`src/rtl/pid_controller_step_assert.svh`:
```
// assertion macros for the pid controller step block
// expects aclk and aresetn in the scope of each use
`ifndef PID_CONTROLLER_STEP_ASSERT_SVH
`define PID_CONTROLLER_STEP_ASSERT_SVH

`ifndef SYNTHESIS
// checked outside reset
`define PCS_ASSERT(lbl, prop, msg) \
    lbl: assert property (@(posedge aclk) disable iff (!aresetn) (prop)) else $error(msg);
// checked on every edge, reset included
`define PCS_ASSERT_ALWAYS(lbl, prop, msg) \
    lbl: assert property (@(posedge aclk) (prop)) else $error(msg);
`else
`define PCS_ASSERT(lbl, prop, msg)
`define PCS_ASSERT_ALWAYS(lbl, prop, msg)
`endif

`endif

```
`src/rtl/pid_pkg.sv`:
```
// shared widths, register indexes and beat types for the pid controller step
// no dependencies
package pid_pkg;

    localparam int DATA_WIDTH = 16;
    localparam int GAIN_WIDTH = 24;
    localparam int FRAC_BITS  = 16;

    localparam int NUM_REGS = 6;
    localparam int REG_IDX_W = $clog2(NUM_REGS);
    localparam int ADDR_W = REG_IDX_W + 2;
    localparam int APB_DW = 32;

    localparam logic [REG_IDX_W-1:0] REG_KP      = REG_IDX_W'(0);
    localparam logic [REG_IDX_W-1:0] REG_KI      = REG_IDX_W'(1);
    localparam logic [REG_IDX_W-1:0] REG_KD      = REG_IDX_W'(2);
    localparam logic [REG_IDX_W-1:0] REG_OUT_MIN = REG_IDX_W'(3);
    localparam logic [REG_IDX_W-1:0] REG_OUT_MAX = REG_IDX_W'(4);
    localparam logic [REG_IDX_W-1:0] REG_REVERSE = REG_IDX_W'(5);

    localparam logic [DATA_WIDTH-1:0] OUT_MAX_RESET = DATA_WIDTH'(255);

    typedef struct packed {
        logic [GAIN_WIDTH-1:0] kp;
        logic [GAIN_WIDTH-1:0] ki;
        logic [GAIN_WIDTH-1:0] kd;
        logic [DATA_WIDTH-1:0] out_min;
        logic [DATA_WIDTH-1:0] out_max;
        logic                  reverse;
    } cfg_t;

    typedef struct packed {
        logic [DATA_WIDTH-1:0] setpoint;
        logic [DATA_WIDTH-1:0] measurement;
        logic [DATA_WIDTH-1:0] manual_output;
        logic                  auto_mode;
    } item_t;

    typedef struct packed {
        logic [DATA_WIDTH-1:0] drive;
        logic                  active;
        logic                  clamped_high;
        logic                  clamped_low;
    } result_t;

endpackage

```
`src/rtl/pid_controller_step.sv`:
```
// PID controller step with derivative on measurement, one result beat per sample beat.
// A sample is taken into an input register, and its result is loaded into the output register,
// which drives m_valid, once that register is free or being drained. The block sustains one
// sample per cycle while m_ready stays high. The integral and last-measurement registers are
// updated at the same edge that loads the result; the path from the input register through the
// gain multipliers, the integral clamp, the three-term sum and the output clamp sets the clock
// limit. A stalled output holds its beat while one more sample waits in the input register.
// Depends on pid_pkg, pid_regs, pid_core and pid_controller_step_assert.svh.
`include "pid_controller_step_assert.svh"

module pid_controller_step (
    input  logic                                aclk,
    input  logic                                aresetn,
    // configuration
    input  logic                                psel,
    input  logic                                penable,
    input  logic                                pwrite,
    input  logic [pid_pkg::ADDR_W-1:0]          paddr,
    input  logic [pid_pkg::APB_DW-1:0]          pwdata,
    output logic [pid_pkg::APB_DW-1:0]          prdata,
    output logic                                pready,
    // samples
    input  logic                                s_valid,
    output logic                                s_ready,
    input  logic signed [pid_pkg::DATA_WIDTH-1:0] s_setpoint,
    input  logic signed [pid_pkg::DATA_WIDTH-1:0] s_measurement,
    input  logic signed [pid_pkg::DATA_WIDTH-1:0] s_manual_output,
    input  logic                                s_auto_mode,
    // results
    output logic                                m_valid,
    input  logic                                m_ready,
    output logic signed [pid_pkg::DATA_WIDTH-1:0] m_drive,
    output logic                                m_active,
    output logic                                m_clamped_high,
    output logic                                m_clamped_low
);

    pid_pkg::cfg_t    cfg;
    pid_pkg::item_t   in_item_reg;
    pid_pkg::result_t out_res_reg, res;
    logic             in_valid_reg, out_valid_reg;
    logic             advance;

    assign pready = 1'b1;

    pid_regs u_regs (
        .aclk    (aclk),
        .aresetn (aresetn),
        .psel    (psel),
        .penable (penable),
        .pwrite  (pwrite),
        .paddr   (paddr),
        .pwdata  (pwdata),
        .prdata  (prdata),
        .cfg     (cfg)
    );

    pid_core u_core (
        .aclk    (aclk),
        .aresetn (aresetn),
        .step    (advance),
        .item    (in_item_reg),
        .cfg     (cfg),
        .res     (res)
    );

    // sample moves on when the output register is free or being drained
    assign advance = in_valid_reg && (!out_valid_reg || m_ready);
    assign s_ready = !in_valid_reg || advance;

    always_ff @(posedge aclk) begin
        if (!aresetn) begin
            in_valid_reg  <= 1'b0;
            out_valid_reg <= 1'b0;
        end else begin
            if (s_valid && s_ready) begin
                in_valid_reg <= 1'b1;
            end else if (advance) begin
                in_valid_reg <= 1'b0;
            end
            if (advance) begin
                out_valid_reg <= 1'b1;
            end else if (m_ready) begin
                out_valid_reg <= 1'b0;
            end
        end
    end

    always_ff @(posedge aclk) begin
        if (s_valid && s_ready) begin
            in_item_reg <= '{setpoint: s_setpoint, measurement: s_measurement,
                             manual_output: s_manual_output, auto_mode: s_auto_mode};
        end
        if (advance) begin
            out_res_reg <= res;
        end
    end

    assign m_valid        = out_valid_reg;
    assign m_drive        = $signed(out_res_reg.drive);
    assign m_active       = out_res_reg.active;
    assign m_clamped_high = out_res_reg.clamped_high;
    assign m_clamped_low  = out_res_reg.clamped_low;

    `PCS_ASSERT(a_manual_no_flags, m_valid && !m_active |-> !m_clamped_high && !m_clamped_low, "manual beat carries a clamp flag")
    `PCS_ASSERT(a_flags_exclusive, m_valid |-> !(m_clamped_high && m_clamped_low), "both clamp flags set")
    `PCS_ASSERT(a_high_is_max, m_valid && m_clamped_high |-> m_drive == $signed(cfg.out_max), "clamped high but drive differs from out_max")
    `PCS_ASSERT(a_empty_ready, !in_valid_reg && !out_valid_reg |-> s_ready, "empty pipeline refuses a sample")
    `PCS_ASSERT_ALWAYS(a_reset_idle, !aresetn |=> !m_valid && !in_valid_reg, "pipeline not cleared by reset")

endmodule

```
`src/rtl/pid_regs.sv`:
```
// apb configuration registers: gains, output limits and action direction
// depends on pid_pkg
module pid_regs (
    input  logic                             aclk,
    input  logic                             aresetn,
    input  logic                             psel,
    input  logic                             penable,
    input  logic                             pwrite,
    input  logic [pid_pkg::ADDR_W-1:0]       paddr,
    input  logic [pid_pkg::APB_DW-1:0]       pwdata,
    output logic [pid_pkg::APB_DW-1:0]       prdata,
    output pid_pkg::cfg_t                    cfg
);

    logic [pid_pkg::GAIN_WIDTH-1:0] kp_reg, ki_reg, kd_reg;
    logic [pid_pkg::DATA_WIDTH-1:0] out_min_reg, out_max_reg;
    logic                           reverse_reg;
    logic [pid_pkg::REG_IDX_W-1:0]  idx;
    logic                           wr_en;

    assign idx   = paddr[pid_pkg::ADDR_W-1:2];
    assign wr_en = psel && penable && pwrite;

    always_ff @(posedge aclk) begin
        if (!aresetn) begin
            kp_reg      <= '0;
            ki_reg      <= '0;
            kd_reg      <= '0;
            out_min_reg <= '0;
            out_max_reg <= pid_pkg::OUT_MAX_RESET;
            reverse_reg <= 1'b0;
        end else if (wr_en) begin
            unique case (idx)
                pid_pkg::REG_KP:      kp_reg      <= pwdata[pid_pkg::GAIN_WIDTH-1:0];
                pid_pkg::REG_KI:      ki_reg      <= pwdata[pid_pkg::GAIN_WIDTH-1:0];
                pid_pkg::REG_KD:      kd_reg      <= pwdata[pid_pkg::GAIN_WIDTH-1:0];
                pid_pkg::REG_OUT_MIN: out_min_reg <= pwdata[pid_pkg::DATA_WIDTH-1:0];
                pid_pkg::REG_OUT_MAX: out_max_reg <= pwdata[pid_pkg::DATA_WIDTH-1:0];
                pid_pkg::REG_REVERSE: reverse_reg <= pwdata[0];
                default: ;
            endcase
        end
    end

    always_comb begin
        unique case (idx)
            pid_pkg::REG_KP:      prdata = pid_pkg::APB_DW'(kp_reg);
            pid_pkg::REG_KI:      prdata = pid_pkg::APB_DW'(ki_reg);
            pid_pkg::REG_KD:      prdata = pid_pkg::APB_DW'(kd_reg);
            pid_pkg::REG_OUT_MIN: prdata = pid_pkg::APB_DW'(out_min_reg);
            pid_pkg::REG_OUT_MAX: prdata = pid_pkg::APB_DW'(out_max_reg);
            pid_pkg::REG_REVERSE: prdata = pid_pkg::APB_DW'(reverse_reg);
            default:              prdata = '0;
        endcase
    end

    assign cfg = '{kp: kp_reg, ki: ki_reg, kd: kd_reg, out_min: out_min_reg,
                   out_max: out_max_reg, reverse: reverse_reg};

endmodule

```
`src/rtl/pid_core.sv`:
```
// pid arithmetic and controller state (integral, last measurement, mode)
// depends on pid_pkg
module pid_core (
    input  logic             aclk,
    input  logic             aresetn,
    input  logic             step,
    input  pid_pkg::item_t   item,
    input  pid_pkg::cfg_t    cfg,
    output pid_pkg::result_t res
);

    localparam int DW     = pid_pkg::DATA_WIDTH;
    localparam int FB     = pid_pkg::FRAC_BITS;
    localparam int ERR_W  = DW + 1;
    localparam int GS_W   = pid_pkg::GAIN_WIDTH + 1;
    localparam int PROD_W = GS_W + ERR_W;
    localparam int INT_W  = DW + FB;
    localparam int ACC_W  = ((PROD_W > INT_W) ? PROD_W : INT_W) + 1;
    localparam int SUM_W  = ACC_W + 1;

    logic signed [INT_W-1:0]  integral_reg, integral_next;
    logic signed [DW-1:0]     last_meas_reg;
    logic                     was_auto_reg;

    logic signed [DW-1:0]     sp, meas, man, lo, hi, last_base;
    logic signed [ERR_W-1:0]  err, din;
    logic signed [INT_W-1:0]  lo_f, hi_f, seed, int_base;
    logic signed [GS_W-1:0]   kp_s, ki_s, kd_s;
    logic signed [PROD_W-1:0] p_kp, p_ki, p_kd;
    logic signed [ACC_W-1:0]  acc;
    logic signed [SUM_W-1:0]  sum, y_full;

    always_comb begin
        sp   = $signed(item.setpoint);
        meas = $signed(item.measurement);
        man  = $signed(item.manual_output);
        lo   = $signed(cfg.out_min);
        hi   = $signed(cfg.out_max);
        lo_f = $signed({cfg.out_min, {FB{1'b0}}});
        hi_f = $signed({cfg.out_max, {FB{1'b0}}});

        // bumpless entry: seed from the clamped manual value
        seed = $signed({man, {FB{1'b0}}});
        if (seed > hi_f) begin
            seed = hi_f;
        end else if (seed < lo_f) begin
            seed = lo_f;
        end
        int_base  = was_auto_reg ? integral_reg : seed;
        last_base = was_auto_reg ? last_meas_reg : meas;

        err = ERR_W'(sp) - ERR_W'(meas);
        din = ERR_W'(meas) - ERR_W'(last_base);

        kp_s = $signed({1'b0, cfg.kp});
        ki_s = $signed({1'b0, cfg.ki});
        kd_s = $signed({1'b0, cfg.kd});
        p_kp = PROD_W'(kp_s) * PROD_W'(err);
        p_ki = PROD_W'(ki_s) * PROD_W'(err);
        p_kd = PROD_W'(kd_s) * PROD_W'(din);
        if (cfg.reverse) begin
            p_kp = -p_kp;
            p_ki = -p_ki;
            p_kd = -p_kd;
        end

        acc = ACC_W'(int_base) + ACC_W'(p_ki);
        if (acc > ACC_W'(hi_f)) begin
            integral_next = hi_f;
        end else if (acc < ACC_W'(lo_f)) begin
            integral_next = lo_f;
        end else begin
            integral_next = acc[INT_W-1:0];
        end

        sum    = SUM_W'(p_kp) + SUM_W'(integral_next) - SUM_W'(p_kd);
        y_full = sum >>> FB;

        res = '0;
        if (!item.auto_mode) begin
            res.drive = item.manual_output;
        end else begin
            res.active = 1'b1;
            if (y_full > SUM_W'(hi)) begin
                res.drive        = cfg.out_max;
                res.clamped_high = 1'b1;
            end else if (y_full < SUM_W'(lo)) begin
                res.drive       = cfg.out_min;
                res.clamped_low = 1'b1;
            end else begin
                res.drive = y_full[DW-1:0];
            end
        end
    end

    always_ff @(posedge aclk) begin
        if (!aresetn) begin
            integral_reg  <= '0;
            last_meas_reg <= '0;
            was_auto_reg  <= 1'b0;
        end else if (step) begin
            if (item.auto_mode) begin
                integral_reg  <= integral_next;
                last_meas_reg <= meas;
                was_auto_reg  <= 1'b1;
            end else begin
                was_auto_reg  <= 1'b0;
            end
        end
    end

endmodule
```
`config.mk`:
```
export PLATFORM = sky130hd
export DESIGN_NAME = pid_controller_step
export DESIGN_NICKNAME = d
export VERILOG_FILES = /design/src/rtl/pid_pkg.sv /design/src/rtl/pid_controller_step.sv /design/src/rtl/pid_regs.sv /design/src/rtl/pid_core.sv
export VERILOG_INCLUDE_DIRS = /design/src /design/src/rtl
export SDC_FILE = /design/constraint.sdc
export NUM_CORES = 2
export LEC_CHECK = 0
export BUFFER_PORTS_ARGS = -buffer_cell sky130_fd_sc_hd__clkbuf_2
export CORE_MARGIN = 3
export CORE_UTILIZATION = 60
export DETAILED_ROUTE_END_ITERATION = 10
export PLACE_DENSITY = 0.79
export SETUP_SLACK_MARGIN = 0.5
export SLEW_MARGIN = 0
export SYNTH_ARGS = -nofsm -noshare
export SYNTH_HDL_FRONTEND = slang
export SYNTH_HIERARCHICAL = 1
export SYNTH_SLANG_ARGS = --single-unit
```
`constraint.sdc`:
```
create_clock -name aclk -period 26.2 [get_ports aclk]
set_clock_uncertainty 0.1 [all_clocks]
set_input_delay 6.55 -clock aclk [delete_from_list [all_inputs] [get_ports aclk]]
set_output_delay 6.55 -clock aclk [all_outputs]
set_load 0.03 [all_outputs]
```
==> key figures <==
STA
  – Final hold violations: 0
  – Period utilization: 94.98%
  – Final setup margin: 1315 ps
  – Unrepaired setup endpoints after global routing: no
  – Slew headroom: 15.90%
  – Final Setup Violations: 0
  – Fin Setup TNS: 0 ps
  – Final min period: 24,890 ps
  – Worst-margin pin slew: 1251 ps
  – Maximum clock rate: 0.04018 GHz
  – Slew Limit Fails: 0

Floorplanning
  – Core ar.: 111,000 sq um
  – Starting Density: 60.55%
  – # rows: 122
  – Die Width: 340.7 microns
  – Die ar.: 116,000 sq um
  – Die Y: 340.7 microns
  – IO Pins: 147

Worst setup path
  – R2r endpoint: m_drive[12]
  – Worst-path maximum fanout: 33
  – Worst R2R Start: in_item_reg[18]
  – Crit path from: in_item_reg[18]
  – Startpoint Class: register
  – Crit path required time: 26,480 ps
  – CP endpoint: m_drive[12]
  – R2r setup slk: 1310 ps
  – Path depth of the worst reg2reg path: 75
  – Critical path class: reg2reg
  – CP top delay family: compound AO/OA/AOI/OAI gates
  – CP Data Arrival Time: 25,160 ps
  – Worst path slowest cell: a2111oi_0
  – Critical path depth: 75
  – Bufs and invs on worst path: 7
  – Crit end category: register
  – Worst stage delay on the critical path: 900 ps

GRT
  – Global route total overflow: 0
  – GRT met3 Usage: 10.25%
  – Number of global-route vias before repair: 59,600
  – Global routing's busiest layer: met2
  – First-pass GRT wire length: 341,600 microns
  – Initial antenna violation count: 11
  – Met2 GRT Util: 58.48%
  – Largest net degree at the start of global routing: 79
  – GR Util met1: 49.66%
  – Tot GR Track Use: 37.97%

CTS
  – H-tree Lvls: 1
  – Clock slew at reported path FFs: 60 ps
  – # hold bufs at CTS: 0
  – Post-CTS resize count: 0
  – Clock buffer count from CTS: 29
  – Max clock buf depth: 3
  – Clk sink count: 224
  – Skew-Pair Late Insertion Delay: 640 ps
  – CTS tree: done
  – CTS root buf: clkbuf_16
  – Post-CTS Repair Setup Buffers: 0

Drt
  – Drc violations: 0
  – Vias per cell: 6.268
  – Initial DRT Pass Iterations: 8
  – Iter 0 DRT Violations: 6,640
  – Via count: 59,445
  – Wirelength per Cell: 23.45 microns
  – Routed Antenna Nets: 0
  – WL final: 222,400 microns

Logic synthesis
  – Post-synth ARST share: 0%
  – Dominant synthesized flop cell: dfxtp_1
  – Mapped cell area: 67,190 sq um
  – Number of flops mapped to enable cells by yosys: 68
  – Distinct cells, synth: 116
  – Syn_area_per_cell: 8.282 sq um
  – Synth Register Bits: 224
  – Syn. warnings: 6
  – Register area share after synthesis: 7.687%
  – Syn Inst Count: 8,113

Job
  – Max cap viols: 0

Pwr
  – Final total power: 4.259 mW
  – Worst vdd ir: 0.1061 mV
  – P per Cell Area: 60.60 nW/um^2
  – Leak Pwr: 33.11 nW

Final layout
  – Share of post-route cells with drive strength above 1: 6.694%
  – Final Net Count: 9,779
  – Most common cell after layout, fill and taps aside: inv_1
  – Layout area overhead: 4.607%
  – Finished Layout Cells: 9,484
  – Most frequent cells in the layout: inv_1 (1,315), nand2_1 (1,098), fa_1 (1,030), ha_1 (682), a21oi_1 (293)
  – Flip-flop count of the largest register after layout: 49

Placement
  – Dpl cells: 9,427
  – Port buffer count: 127
  – Routability cong.: 1.009
  – DPL Wire Length: 176,300 microns
  – Pre-CTS setup slack: 1558 ps

Min path
  – Min-Delay Path Class: reg2reg

Status
  – Outcome: complete, no violations
==> cells by family after synthesis <==
family,Yosys count,synth area share (%)
AO/OA/AOI/OAI,1347,13.64
XOR/XNOR,283,3.689
adder cells (fa/ha/maj),1716,43.47
buffers and inverters,1789,10.23
flip-flops,224,7.687
multiplexers,167,2.516
other,2,0.01118
AND/OR/NAND/NOR,2585,18.76
==> cell type report <==
class                   instances  area (sq um)
diodes                          4         10.01
clock buffers                  38         853.3
clock inverters                15         156.4
fillers                      9551         40680
inverters                    1316          4940
multi-input cells            6107         55420
flip-flops and latches        224          5170
well taps                    1488          1862
repair buffers                292          1881
==> stage by stage <==
| stage | util (%) | area (sq um) | hold slack [ps] |
|---|---|---|---|
| after CTS | 63.31 | 70260 | 357.6 |
| after global routing | 63.33 | 70280 | 378.8 |
| final | 63.34 | 70290 | 361.6 |
| after detailed placement | 62.40 | 69250 | 347.3 |
| after floorplan | - | 67220 | 325.1 |
| after global placement | 62.40 | 69250 | 333.3 |
==> tightest hold or removal path: cells and delay by family, from the launching register on <==
family / cells / cell delay (ps)
compound gates: 1 / 60
simple gates: 1 / 40
flops: 1 / 310
==> layer usage <==
| metal | vias up | routed length [microns] |
|---|---|---|
| met5 | - | 30 |
| met2 | 3367 | 96920 |
| met1 | 29232 | 86070 |
| met3 | 705 | 26370 |
| li1 | 26137 | - |
| met4 | 4 | 13010 |
==> power by group <==
group | internal, mW | total (mW) | switching (mW)
clock network | 0.251 | 0.442 | 0.191
registers | 0.393 | 0.410 | 0.0175
logic | 1.24 | 3.41 | 2.17
==> Yosys cell counts, drive strengths merged, types with 88 or more instances <==
master	number	area share, %
inv	1315	7.3
nand2	1099	6.1
fa	1031	31
ha	685	13
clkbuf	410	2.3
a21oi	299	2.2
and2	290	2.7
o21ai	281	2.1
nor2	271	1.5
nand3	212	1.6
xnor2	195	2.5
nor2b	161	1.5
dfxtp	156	4.6
mux2i	155	2.3
nor3	138	1.1
a21o	130	1.5
and3	93	0.87
xor2	88	1.1
==> how the worst min path moves through the flow <==
stage	startpoint	to	slack (ps)	cells after the start
after floorplan	u_core/integral_reg[24]	u_core/integral_reg[24]	330	2
after CTS	u_core/integral_reg[24]	u_core/integral_reg[24]	360	2
after global placement	u_core/integral_reg[24]	u_core/integral_reg[24]	330	2
after global routing	u_core/last_meas_reg[6]	u_core/last_meas_reg[6]	380	2
after detailed placement	u_core/integral_reg[24]	u_core/integral_reg[24]	350	2
final	u_core/last_meas_reg[15]	u_core/last_meas_reg[15]	360	2
Note: power is estimated with default switching activity, not from simulation.
